===== config.mk =====
export PLATFORM = sky130hd
export DESIGN_NAME = tcp_connection_tracker_top
export DESIGN_NICKNAME = d
export VERILOG_FILES = /design/src/hw/rtl/tct_pkg.sv /design/src/hw/rtl/tct_datapath.sv /design/src/hw/rtl/tct_ctrl.sv /design/src/hw/rtl/tcp_connection_tracker_top.sv
export VERILOG_INCLUDE_DIRS = /design/src /design/src/hw/rtl
export SDC_FILE = /design/constraint.sdc
export NUM_CORES = 2
export LEC_CHECK = 0
export ABC_AREA = 1
export BUFFER_PORTS_ARGS = -buffer_cell sky130_fd_sc_hd__buf_2
export CORE_UTILIZATION = 35
export DETAILED_ROUTE_END_ITERATION = 8
export GPL_ROUTABILITY_DRIVEN = 1
export HOLD_SLACK_MARGIN = 0.15
export SYNTH_ARGS = -nofsm -noshare
export SYNTH_HDL_FRONTEND = slang
export SYNTH_HIERARCHICAL = 1
export SYNTH_SLANG_ARGS = --single-unit
export TNS_END_PERCENT = 10

===== constraint.sdc =====
create_clock -name clk -period 16.8 [get_ports clk]
set_input_delay 3.36 -clock clk [delete_from_list [all_inputs] [get_ports clk]]
set_output_delay 3.36 -clock clk [all_outputs]
set_load 0.01 [all_outputs]

===== src/hw/rtl/tcp_connection_tracker_top_assert.svh =====
// Assertion macros shared by the connection tracker RTL.
// Define ASSERT_OFF to compile the checks out.
`ifndef TCP_CONNECTION_TRACKER_TOP_ASSERT_SVH
`define TCP_CONNECTION_TRACKER_TOP_ASSERT_SVH
`ifndef ASSERT_OFF
`define ASSERT_IMPL(label, clk, rst_n, prop) \
    label: assert property (@(posedge clk) disable iff (!rst_n) prop) \
        else $error("assertion failed");
`define ASSERT_NEVER(label, clk, rst_n, cond) \
    label: assert property (@(posedge clk) disable iff (!rst_n) !(cond)) \
        else $error("forbidden condition");
`else
`define ASSERT_IMPL(label, clk, rst_n, prop)
`define ASSERT_NEVER(label, clk, rst_n, cond)
`endif
`endif


===== src/hw/rtl/tct_pkg.sv =====
// Types and constants of the TCP connection tracker.
// No dependencies.
package tct_pkg;
    localparam logic [7:0] FL_FIN = 8'h01;
    localparam logic [7:0] FL_SYN = 8'h02;
    localparam logic [7:0] FL_RST = 8'h04;
    localparam logic [7:0] FL_ACK = 8'h10;
    localparam logic [31:0] LCG_MUL = 32'd1664525;
    localparam logic [31:0] LCG_ADD = 32'd1013904223;
    localparam logic [31:0] SEED_RESET = 32'd12345678;
    localparam logic [15:0] LISTEN_RESET = 16'd80;
    localparam logic [15:0] HDR_MIN_BYTES = 16'd20;

    localparam logic [2:0] ACT_DROP = 3'd0;
    localparam logic [2:0] ACT_SYN = 3'd1;
    localparam logic [2:0] ACT_FIN = 3'd2;
    localparam logic [2:0] ACT_RST = 3'd3;
    localparam logic [2:0] ACT_HS = 3'd4;
    localparam logic [2:0] ACT_DATA = 3'd5;
    localparam logic [2:0] ACT_IGN = 3'd6;

    typedef struct packed {
        logic [31:0] peer_ip;
        logic [15:0] peer_port;
        logic [15:0] target_port;
        logic [31:0] seq_in;
        logic [31:0] ack_in;
        logic [7:0]  flag_bits;
        logic [3:0]  data_offset;
        logic [15:0] segment_length;
    } seg_t;

    typedef struct packed {
        logic [2:0]  action;
        logic        send_reply;
        logic [7:0]  reply_flags;
        logic [31:0] reply_seq;
        logic [31:0] reply_ack;
        logic [15:0] reply_port;
        logic [31:0] reply_ip;
        logic [2:0]  slot_index;
        logic        deliver;
        logic [15:0] payload_length;
    } res_t;

    // controller -> datapath commands
    typedef struct packed {
        logic load;     // capture the input segment
        logic scan;     // examine one slot
        logic seed;     // register the seed product
        logic commit;   // apply the decision, build the result
    } cmd_t;

    // datapath -> controller status
    typedef struct packed {
        logic scan_last;
    } sts_t;
endpackage


===== src/hw/rtl/tct_datapath.sv =====
// Datapath: segment registers, slot table, slot scan, seed generator, result.
// Depends on tct_pkg.
module tct_datapath #(
    parameter int MAX_CONNECTIONS = 8
) (
    input  logic           clk,
    input  logic           rst_n,
    input  logic [15:0]    listen_port,
    input  tct_pkg::seg_t  seg_in,
    input  tct_pkg::cmd_t  cmd,
    output tct_pkg::sts_t  sts,
    output tct_pkg::res_t  res
);
    import tct_pkg::*;

    localparam int IW = (MAX_CONNECTIONS > 1) ? $clog2(MAX_CONNECTIONS) : 1;
    localparam int CW = $clog2(MAX_CONNECTIONS + 1);

    logic [MAX_CONNECTIONS-1:0] act_reg, hs_reg;
    logic [31:0] sseq_reg  [MAX_CONNECTIONS];
    logic [31:0] sack_reg  [MAX_CONNECTIONS];
    logic [15:0] sport_reg [MAX_CONNECTIONS];
    logic [31:0] sip_reg   [MAX_CONNECTIONS];

    seg_t        seg_reg;
    logic [CW-1:0] idx_reg;
    logic        ipf_reg, mf_reg, ff_reg;    // ip-only hit, match hit, free found
    logic [IW-1:0] mk_reg, fk_reg;
    logic [31:0] seed_reg, prod_reg;
    res_t        res_reg;

    logic [IW-1:0] k;
    assign k = idx_reg[IW-1:0];
    assign sts.scan_last = (idx_reg == CW'(MAX_CONNECTIONS - 1));
    assign res = res_reg;

    logic ip_hit, port_hit;
    assign ip_hit = act_reg[k] && (sip_reg[k] == seg_reg.peer_ip);
    assign port_hit = ip_hit &&
        ((seg_reg.peer_port == 16'd0) || (sport_reg[k] == seg_reg.peer_port));

    always_ff @(posedge clk or negedge rst_n)
    begin
        if (!rst_n)
        begin
            idx_reg <= '0;
            ipf_reg <= 1'b0;
            mf_reg <= 1'b0;
            ff_reg <= 1'b0;
        end
        else if (cmd.load)
        begin
            idx_reg <= '0;
            ipf_reg <= 1'b0;
            mf_reg <= 1'b0;
            ff_reg <= 1'b0;
        end
        else if (cmd.scan)
        begin
            if (ip_hit)
                ipf_reg <= 1'b1;
            if (port_hit && !mf_reg)
            begin
                mf_reg <= 1'b1;
                mk_reg <= k;
            end
            if (!act_reg[k] && !ff_reg)
            begin
                ff_reg <= 1'b1;
                fk_reg <= k;
            end
            idx_reg <= idx_reg + CW'(1);
        end
    end

    always_ff @(posedge clk)
    begin
        if (cmd.load)
            seg_reg <= seg_in;
        if (cmd.seed)
            prod_reg <= seed_reg * LCG_MUL;
    end

    // decision
    logic [15:0] hdr_bytes, plen;
    logic        ok;
    logic [31:0] seq1, new_seed, mseq1;
    assign hdr_bytes = {10'd0, seg_reg.data_offset, 2'b00};
    assign plen = seg_reg.segment_length - hdr_bytes;
    assign ok = (seg_reg.segment_length >= HDR_MIN_BYTES) &&
                (seg_reg.target_port == listen_port) &&
                (hdr_bytes <= seg_reg.segment_length);
    assign seq1 = seg_reg.seq_in + 32'd1;
    assign new_seed = prod_reg + LCG_ADD;
    assign mseq1 = sseq_reg[mk_reg] + 32'd1;

    always_ff @(posedge clk or negedge rst_n)
    begin
        if (!rst_n)
        begin
            act_reg <= '0;
            hs_reg <= '0;
            seed_reg <= SEED_RESET;
        end
        else if (cmd.commit && ok)
        begin
            if ((seg_reg.flag_bits & FL_SYN) != 8'd0)
            begin
                if (!ipf_reg && ff_reg)
                begin
                    seed_reg <= new_seed;
                    act_reg[fk_reg] <= 1'b1;
                    hs_reg[fk_reg] <= 1'b0;
                end
            end
            else if ((seg_reg.flag_bits & (FL_FIN | FL_RST)) != 8'd0)
            begin
                if (mf_reg)
                    act_reg[mk_reg] <= 1'b0;
            end
            else if (mf_reg && !hs_reg[mk_reg] && seg_reg.ack_in == mseq1)
                hs_reg[mk_reg] <= 1'b1;
        end
    end

    always_ff @(posedge clk)
    begin
        if (cmd.commit)
        begin
            res_reg <= '0;
            if (ok)
            begin
                res_reg.payload_length <= plen;
                if ((seg_reg.flag_bits & FL_SYN) != 8'd0)
                begin
                    res_reg.action <= ACT_IGN;
                    if (!ipf_reg && ff_reg)
                    begin
                        sseq_reg[fk_reg] <= new_seed;
                        sack_reg[fk_reg] <= seq1;
                        sport_reg[fk_reg] <= seg_reg.peer_port;
                        sip_reg[fk_reg] <= seg_reg.peer_ip;
                        res_reg.action <= ACT_SYN;
                        res_reg.send_reply <= 1'b1;
                        res_reg.reply_flags <= FL_SYN | FL_ACK;
                        res_reg.reply_seq <= new_seed;
                        res_reg.reply_ack <= seq1;
                        res_reg.reply_port <= seg_reg.peer_port;
                        res_reg.reply_ip <= seg_reg.peer_ip;
                        res_reg.slot_index <= 3'(fk_reg);
                    end
                end
                else if ((seg_reg.flag_bits & FL_FIN) != 8'd0)
                begin
                    res_reg.action <= ACT_FIN;
                    res_reg.send_reply <= 1'b1;
                    res_reg.reply_flags <= FL_FIN | FL_ACK;
                    res_reg.reply_seq <= seg_reg.ack_in;
                    res_reg.reply_ack <= seq1;
                    res_reg.reply_ip <= seg_reg.peer_ip;
                    res_reg.reply_port <= seg_reg.peer_port;
                    if (mf_reg)
                    begin
                        sseq_reg[mk_reg] <= seg_reg.ack_in;
                        sack_reg[mk_reg] <= seq1;
                        res_reg.reply_port <= sport_reg[mk_reg];
                        res_reg.slot_index <= 3'(mk_reg);
                    end
                end
                else if ((seg_reg.flag_bits & FL_RST) != 8'd0)
                begin
                    res_reg.action <= ACT_RST;
                    if (mf_reg)
                        res_reg.slot_index <= 3'(mk_reg);
                end
                else
                begin
                    res_reg.action <= ACT_IGN;
                    if (mf_reg)
                    begin
                        if (!hs_reg[mk_reg] && seg_reg.ack_in == mseq1)
                        begin
                            res_reg.action <= ACT_HS;
                            res_reg.slot_index <= 3'(mk_reg);
                        end
                        else if (plen != 16'd0)
                        begin
                            sseq_reg[mk_reg] <= mseq1;
                            sack_reg[mk_reg] <= sack_reg[mk_reg] + {16'd0, plen};
                            res_reg.action <= ACT_DATA;
                            res_reg.send_reply <= 1'b1;
                            res_reg.reply_flags <= FL_ACK;
                            res_reg.reply_seq <= mseq1;
                            res_reg.reply_ack <= sack_reg[mk_reg] + {16'd0, plen};
                            res_reg.reply_port <= sport_reg[mk_reg];
                            res_reg.reply_ip <= sip_reg[mk_reg];
                            res_reg.slot_index <= 3'(mk_reg);
                            res_reg.deliver <= 1'b1;
                        end
                    end
                end
            end
        end
    end

`include "tcp_connection_tracker_top_assert.svh"
    `ASSERT_IMPL(a_match_implies_ip, clk, rst_n, (cmd.commit && mf_reg) |-> ipf_reg)
    `ASSERT_NEVER(a_scan_past_end, clk, rst_n, cmd.scan && idx_reg >= CW'(MAX_CONNECTIONS))
    `ASSERT_IMPL(a_free_slot_idle, clk, rst_n, (cmd.commit && ff_reg) |-> !act_reg[fk_reg])
endmodule


===== src/hw/rtl/tct_ctrl.sv =====
// Controller: sequences load, slot scan, seed step, commit and output hold.
// Depends on tct_pkg.
module tct_ctrl (
    input  logic          clk,
    input  logic          rst_n,
    input  logic          in_valid,
    output logic          in_ready,
    output logic          out_valid,
    input  logic          out_ready,
    input  tct_pkg::sts_t sts,
    output tct_pkg::cmd_t cmd
);
    import tct_pkg::*;

    localparam logic [1:0] S_IDLE = 2'd0;
    localparam logic [1:0] S_SCAN = 2'd1;
    localparam logic [1:0] S_SEED = 2'd2;
    localparam logic [1:0] S_DONE = 2'd3;

    logic [1:0] state_reg, state_next;
    logic       ov_reg, ov_next;

    // accept a new item whenever idle and the output slot is free
    assign in_ready = (state_reg == S_IDLE) && (!ov_reg || out_ready);
    assign out_valid = ov_reg;

    always_comb
    begin
        cmd = '0;
        state_next = state_reg;
        ov_next = ov_reg;
        if (ov_reg && out_ready)
            ov_next = 1'b0;
        case (state_reg)
            S_IDLE:
            begin
                if (in_valid && in_ready)
                begin
                    cmd.load = 1'b1;
                    state_next = S_SCAN;
                end
            end
            S_SCAN:
            begin
                cmd.scan = 1'b1;
                if (sts.scan_last)
                    state_next = S_SEED;
            end
            S_SEED:
            begin
                cmd.seed = 1'b1;
                state_next = S_DONE;
            end
            S_DONE:
            begin
                if (!ov_reg || out_ready)
                begin
                    cmd.commit = 1'b1;
                    ov_next = 1'b1;
                    state_next = S_IDLE;
                end
            end
            default: state_next = S_IDLE;
        endcase
    end

    always_ff @(posedge clk or negedge rst_n)
    begin
        if (!rst_n)
        begin
            state_reg <= S_IDLE;
            ov_reg <= 1'b0;
        end
        else
        begin
            state_reg <= state_next;
            ov_reg <= ov_next;
        end
    end

`include "tcp_connection_tracker_top_assert.svh"
    `ASSERT_IMPL(a_load_scans, clk, rst_n, cmd.load |=> (state_reg == S_SCAN))
    `ASSERT_NEVER(a_commit_overwrites, clk, rst_n, cmd.commit && ov_reg && !out_ready)
    `ASSERT_IMPL(a_seed_commit, clk, rst_n, cmd.seed |=> (state_reg == S_DONE))
endmodule


===== src/hw/rtl/tcp_connection_tracker_top.sv =====
// Top level of the TCP connection tracker: stream ports and APB register.
// Depends on tct_pkg, tct_ctrl, tct_datapath.
//
// Usage:
//   s_axis carries one parsed TCP segment header per transfer; m_axis returns
//   one result per segment: the action taken, the reply header if any and the
//   delivery flag. The APB port holds listen_port at address 0 (reset 80).
// Sequence:
//   An accepted segment is examined one table slot a cycle, then the seed
//   product is registered, then the result is committed once the output
//   register is free. The next segment is taken in the cycle after the
//   commit at the earliest, so segments are processed one at a time.
// Reset:
//   rst_n clears all slots to inactive, sets the sequence seed to 12345678
//   and listen_port to 80. Slot contents are written when a slot opens.
// Stall:
//   A result waits in the output register while m_axis_tready is low; hold
//   s_axis_tready low until that result is taken. The next segment may be
//   taken in the same cycle as the waiting result.
module tcp_connection_tracker_top #(
    parameter int MAX_CONNECTIONS = 8
) (
    input  logic         clk,
    input  logic         rst_n,
    input  logic         s_axis_tvalid,
    output logic         s_axis_tready,
    // peer_ip, peer_port, target_port, seq_in, ack_in, flag_bits,
    // data_offset, segment_length
    input  logic [159:0] s_axis_tdata,
    output logic         m_axis_tvalid,
    input  logic         m_axis_tready,
    // action, send_reply, reply_flags, reply_seq, reply_ack, reply_port,
    // reply_ip, slot_index, deliver, payload_length
    output logic [143:0] m_axis_tdata,
    input  logic         psel,
    input  logic         penable,
    input  logic         pwrite,
    input  logic [1:0]   paddr,
    input  logic [31:0]  pwdata,
    output logic [31:0]  prdata,
    output logic         pready
);
    import tct_pkg::*;

    localparam logic [1:0] ADDR_LISTEN = 2'd0;

    logic [15:0] listen_reg;
    seg_t seg;
    res_t res;
    cmd_t cmd;
    sts_t sts;

    // APB: always ready, write on access phase
    assign pready = 1'b1;
    assign prdata = (paddr == ADDR_LISTEN) ? {16'd0, listen_reg} : 32'd0;

    always_ff @(posedge clk or negedge rst_n)
    begin
        if (!rst_n)
            listen_reg <= LISTEN_RESET;
        else if (psel && penable && pwrite && pready && paddr == ADDR_LISTEN)
            listen_reg <= pwdata[15:0];
    end

    // unpack the input transfer, first field lowest
    assign seg.peer_ip = s_axis_tdata[31:0];
    assign seg.peer_port = s_axis_tdata[47:32];
    assign seg.target_port = s_axis_tdata[63:48];
    assign seg.seq_in = s_axis_tdata[95:64];
    assign seg.ack_in = s_axis_tdata[127:96];
    assign seg.flag_bits = s_axis_tdata[135:128];
    assign seg.data_offset = s_axis_tdata[139:136];
    assign seg.segment_length = s_axis_tdata[155:140];

    assign m_axis_tdata = {res.payload_length, res.deliver, res.slot_index,
                           res.reply_ip, res.reply_port, res.reply_ack, res.reply_seq,
                           res.reply_flags, res.send_reply, res.action};

    tct_ctrl u_ctrl (
        .clk       (clk),
        .rst_n     (rst_n),
        .in_valid  (s_axis_tvalid),
        .in_ready  (s_axis_tready),
        .out_valid (m_axis_tvalid),
        .out_ready (m_axis_tready),
        .sts       (sts),
        .cmd       (cmd)
    );

    tct_datapath #(
        .MAX_CONNECTIONS (MAX_CONNECTIONS)
    ) u_dp (
        .clk         (clk),
        .rst_n       (rst_n),
        .listen_port (listen_reg),
        .seg_in      (seg),
        .cmd         (cmd),
        .sts         (sts),
        .res         (res)
    );

`include "tcp_connection_tracker_top_assert.svh"
    `ASSERT_IMPL(a_out_hold, clk, rst_n, (m_axis_tvalid && !m_axis_tready) |=> m_axis_tvalid)
    `ASSERT_NEVER(a_no_reply_on_drop, clk, rst_n, m_axis_tvalid && res.action == ACT_DROP && res.send_reply)
    `ASSERT_NEVER(a_deliver_data, clk, rst_n, m_axis_tvalid && res.deliver && res.action != ACT_DATA)
endmodule

==> flow_summary.json <==
{
  "outcome": "complete, but fails checks",
  "violated_checks": "max-capacitance violations",
  "critical_path.slowest_cell": "sky130_fd_sc_hd__dfxtp_4",
  "wl_met3_um": 15360,
  "drive_gt1_share_pct": 9.793,
  "drt-wirelength-per-cell_um": 22.41,
  "core_region_area_um2": 193400,
  "count_of_port_buffers_added_during_placement": 332,
  "p_leak_nw": 30.82,
  "worst_slew_margin_rel_pct": 0.6725,
  "drt-total-wl_um": 220600,
  "timing.setup.tns_ns": 0,
  "route.vias.total": 51740,
  "finalWeightedCongestion": 0.9739,
  "firstDrtPassIters": 6,
  "cts_buffer_depth": 3,
  "clock_edge_transition_at_the_registers_on_the_reported_setup_and_hold_paths_ns": 0.06,
  "cp_data_required_time_ns": 17.21,
  "drt_iter0_drc": 5005,
  "fin_total_pwr_w": 0.008747,
  "placed_area_um2": 72540,
  "gr-total-overflow": 0,
  "globalRouteTotalUtil_pct": 21.90,
  "ctsRootBufferMaster": "sky130_fd_sc_hd__clkbuf_16",
  "most_used_cells_in_the_layout_excluding_fill_and_tap_cells": "sky130_fd_sc_hd__nand2_1, sky130_fd_sc_hd__edfxtp_1, sky130_fd_sc_hd__inv_1",
  "nNetsFinal": 7721,
  "critical_path.most_common_cell": "sky130_fd_sc_hd__nor2_1",
  "initial_core_util_pct": 35.36,
  "final_area_um2": 77040,
  "dr_wl_met2_um": 103800,
  "placement_rows": 161,
  "library_cell_with_the_largest_summed_area_after_synthesis": "sky130_fd_sc_hd__edfxtp_1",
  "grt_pass1_vias": 49630,
  "setup.worst_path.end_class": "flip-flop",
  "detailed_place_hpwl_um": 144300,
  "mapped_cells": 6964,
  "vdd_drop_max_uv": 85.47,
  "cts.repair.resized": 0,
  "critical_path_peak_fanout": 168,
  "fin_cells": 9841,
  "layout.cells.most_common": "sky130_fd_sc_hd__nand2_1",
  "grt_setup_unrepaired": "false",
  "synth_top_cells_by_area": "sky130_fd_sc_hd__edfxtp_1, sky130_fd_sc_hd__nand2_1, sky130_fd_sc_hd__o21ai_0, sky130_fd_sc_hd__inv_1, sky130_fd_sc_hd__fa_1",
  "n_fill_cell": 18600,
  "tritoncts": "done",
  "ant_nets": 0,
  "ys_warn_count": 6,
  "maxCapViolations": 1,
  "final_setup_vio_count": 0,
  "max_freq_mhz": 125.5,
  "time_the_final_worst_path_needs_with_i_o_delays_and_setup_ns": 7.965,
  "min_period_over_period_pct": 47.41,
  "tightest_slew_ns": 1.484,
  "fin_skew_ns": 0.03056,
  "timing.hold.worst.class": "flip-flop to flip-flop",
  "detail_route.drc_violations": 0,
  "cp_data_arrival_time_ns": 8.38,
  "syn2layout_area_growth_pct": 12.65,
  "power_density_nw_per_um2": 113.5,
  "syn_area_um2": 68390,
  "die_area_um2": 197200,
  "number_of_enable_type_register_cells_in_the_synthesized_netlist": 1223,
  "route.layer.met1.wl_um": 87070,
  "cts.hold.buffers_added": 0,
  "clock_sinks": 1300,
  "final_hold_viol_count": 0,
  "clock_tree.htree_level_count": 4,
  "grt_max_degree": 232,
  "register_area_share_after_synthesis_pct": 56.52,
  "ys_async_sr_fraction_pct": 5.692,
  "holdWs_ns": 0.4682,
  "antenna_found_initial": 8,
  "critical_path_class": "flip-flop to flip-flop",
  "timing.critical_path.slowest_cell_delay_ns": 0.85,
  "drt-vias-per-instance": 5.258,
  "finalMaxSlewViolations": 0,
  "grt_first_pass_wirelength_um": 320200,
  "chipWidth_um": 444.0,
  "synthesis.area_per_instance_um2": 9.820,
  "die_h_um": 444.0,
  "yosys_most_used_dff": "sky130_fd_sc_hd__edfxtp_1",
  "highest_layer": "met5",
  "placed_cells": 9580,
  "cp-start-kind": "flip-flop",
  "cts_inserted_buffers": 140,
  "synth.distinct_cells": 65,
  "clkLatencyLatePin_ns": 0.80,
  "cts_setup_buffers": 0,
  "yosysTopAreaCellShare_pct": 53.70,
  "ys_ff_latch": 1300,
  "num_io_pins": 380
}
critical path, delay by kind of cell (launching register included):
kind / cells / cell delay, ns
and+or+nand+nor: 22 / 4.20
buffers and inverters: 5 / 2.04
DFF: 1 / 0.85
adders and majority gates: 1 / 0.28
AOI/OAI and AO/OA: 1 / 0.09
metrics by stage:
step           util, %  worst slack [ns]
6_report         39.84             8.835
2_1_floorplan        -             1.283
3_3_place_gp     37.51             8.926
5_1_grt          39.84             8.399
4_1_cts          39.83             8.858
3_5_place_dp     37.51             8.897
kinds of logic after synthesis:
family                     share of synthesized area, %
xor gates and xnor gates                          2.075
other                                           0.01647
AOI/OAI and AO/OA                                 11.30
and+or+nand+nor                                   15.24
DFF                                               56.52
adders and majority gates                         7.388
muxes                                            0.3970
buffers and inverters                             7.059
metal layers:
metal	up-vias	global-route usage [%]
li1	24120	-
met1	25000	27.14
met2	2163	36.07
met3	448	3.266
met4	8	13.31
met5	-	0
cells in the mapped netlist (12+ instances only):
library cell / instances
sky130_fd_sc_hd__a32o_1: 12
sky130_fd_sc_hd__ha_1: 191
sky130_fd_sc_hd__buf_4: 41
sky130_fd_sc_hd__mux2i_1: 26
sky130_fd_sc_hd__xnor2_1: 50
sky130_fd_sc_hd__o311ai_0: 16
sky130_fd_sc_hd__o21ai_0: 764
sky130_fd_sc_hd__buf_1: 24
sky130_fd_sc_hd__fa_1: 133
sky130_fd_sc_hd__nor2_1: 699
sky130_fd_sc_hd__inv_1: 830
sky130_fd_sc_hd__o21ai_1: 46
sky130_fd_sc_hd__edfxtp_1: 1223
sky130_fd_sc_hd__nor4_1: 20
sky130_fd_sc_hd__nand3b_1: 15
sky130_fd_sc_hd__a21oi_1: 326
sky130_fd_sc_hd__o22ai_1: 78
sky130_fd_sc_hd__nand2_1: 1333
sky130_fd_sc_hd__o211ai_1: 68
sky130_fd_sc_hd__nor3_1: 43
sky130_fd_sc_hd__a31oi_1: 13
sky130_fd_sc_hd__nand3_1: 336
sky130_fd_sc_hd__dfrtp_1: 60
sky130_fd_sc_hd__xor2_1: 112
sky130_fd_sc_hd__buf_2: 45
sky130_fd_sc_hd__a22oi_1: 24
sky130_fd_sc_hd__clkbuf_1: 220
sky130_fd_sc_hd__nand4_1: 55
sky130_fd_sc_hd__or2_2: 13
sky130_fd_sc_hd__buf_6: 18
sky130_fd_sc_hd__dfstp_2: 14
area by class of cell:
type                            instances  area, um2  area share [%]
Clock inverter                         68      669.4          0.8689
Inverter                              845       3191           4.141
Tap cell                             2526       3161           4.103
Antenna cell                            4      10.01         0.01299
Sequential cell                      1300      38670           50.20
Multi-Input combinational cell       4490      25140           32.64
Timing Repair Buffer                  419       2367           3.073
Clock buffer                          189       3822           4.962
path summary, 6_finish.rpt:
kind                                 start                   to  slack, ns  cells after the start
max                              flip-flop  u_dp/sseq_reg[0][6]       8.83                     29
min reg2reg                u_dp/idx_reg[3]      u_dp/idx_reg[3]       0.47                      1
max in group asynchronous            rst_n        listen_reg[9]      13.18                      2
max reg2reg                      flip-flop  u_dp/sseq_reg[0][6]       8.83                     29
min in group asynchronous            rst_n    u_dp/seed_reg[22]       2.61                      1
min                        u_dp/idx_reg[3]      u_dp/idx_reg[3]       0.47                      1
where the power goes:
group | total (W) | leakage (nW) | internal (W) | switching (W)
sequential | 0.00413 | 12.0 | 0.00388 | 0.000250
clock | 0.00304 | 2.19 | 0.00174 | 0.00130
combinational | 0.00157 | 16.6 | 0.000437 | 0.00114
total | 0.00875 | 30.8 | 0.00606 | 0.00269
Note: power is estimated with default switching activity, not from simulation.
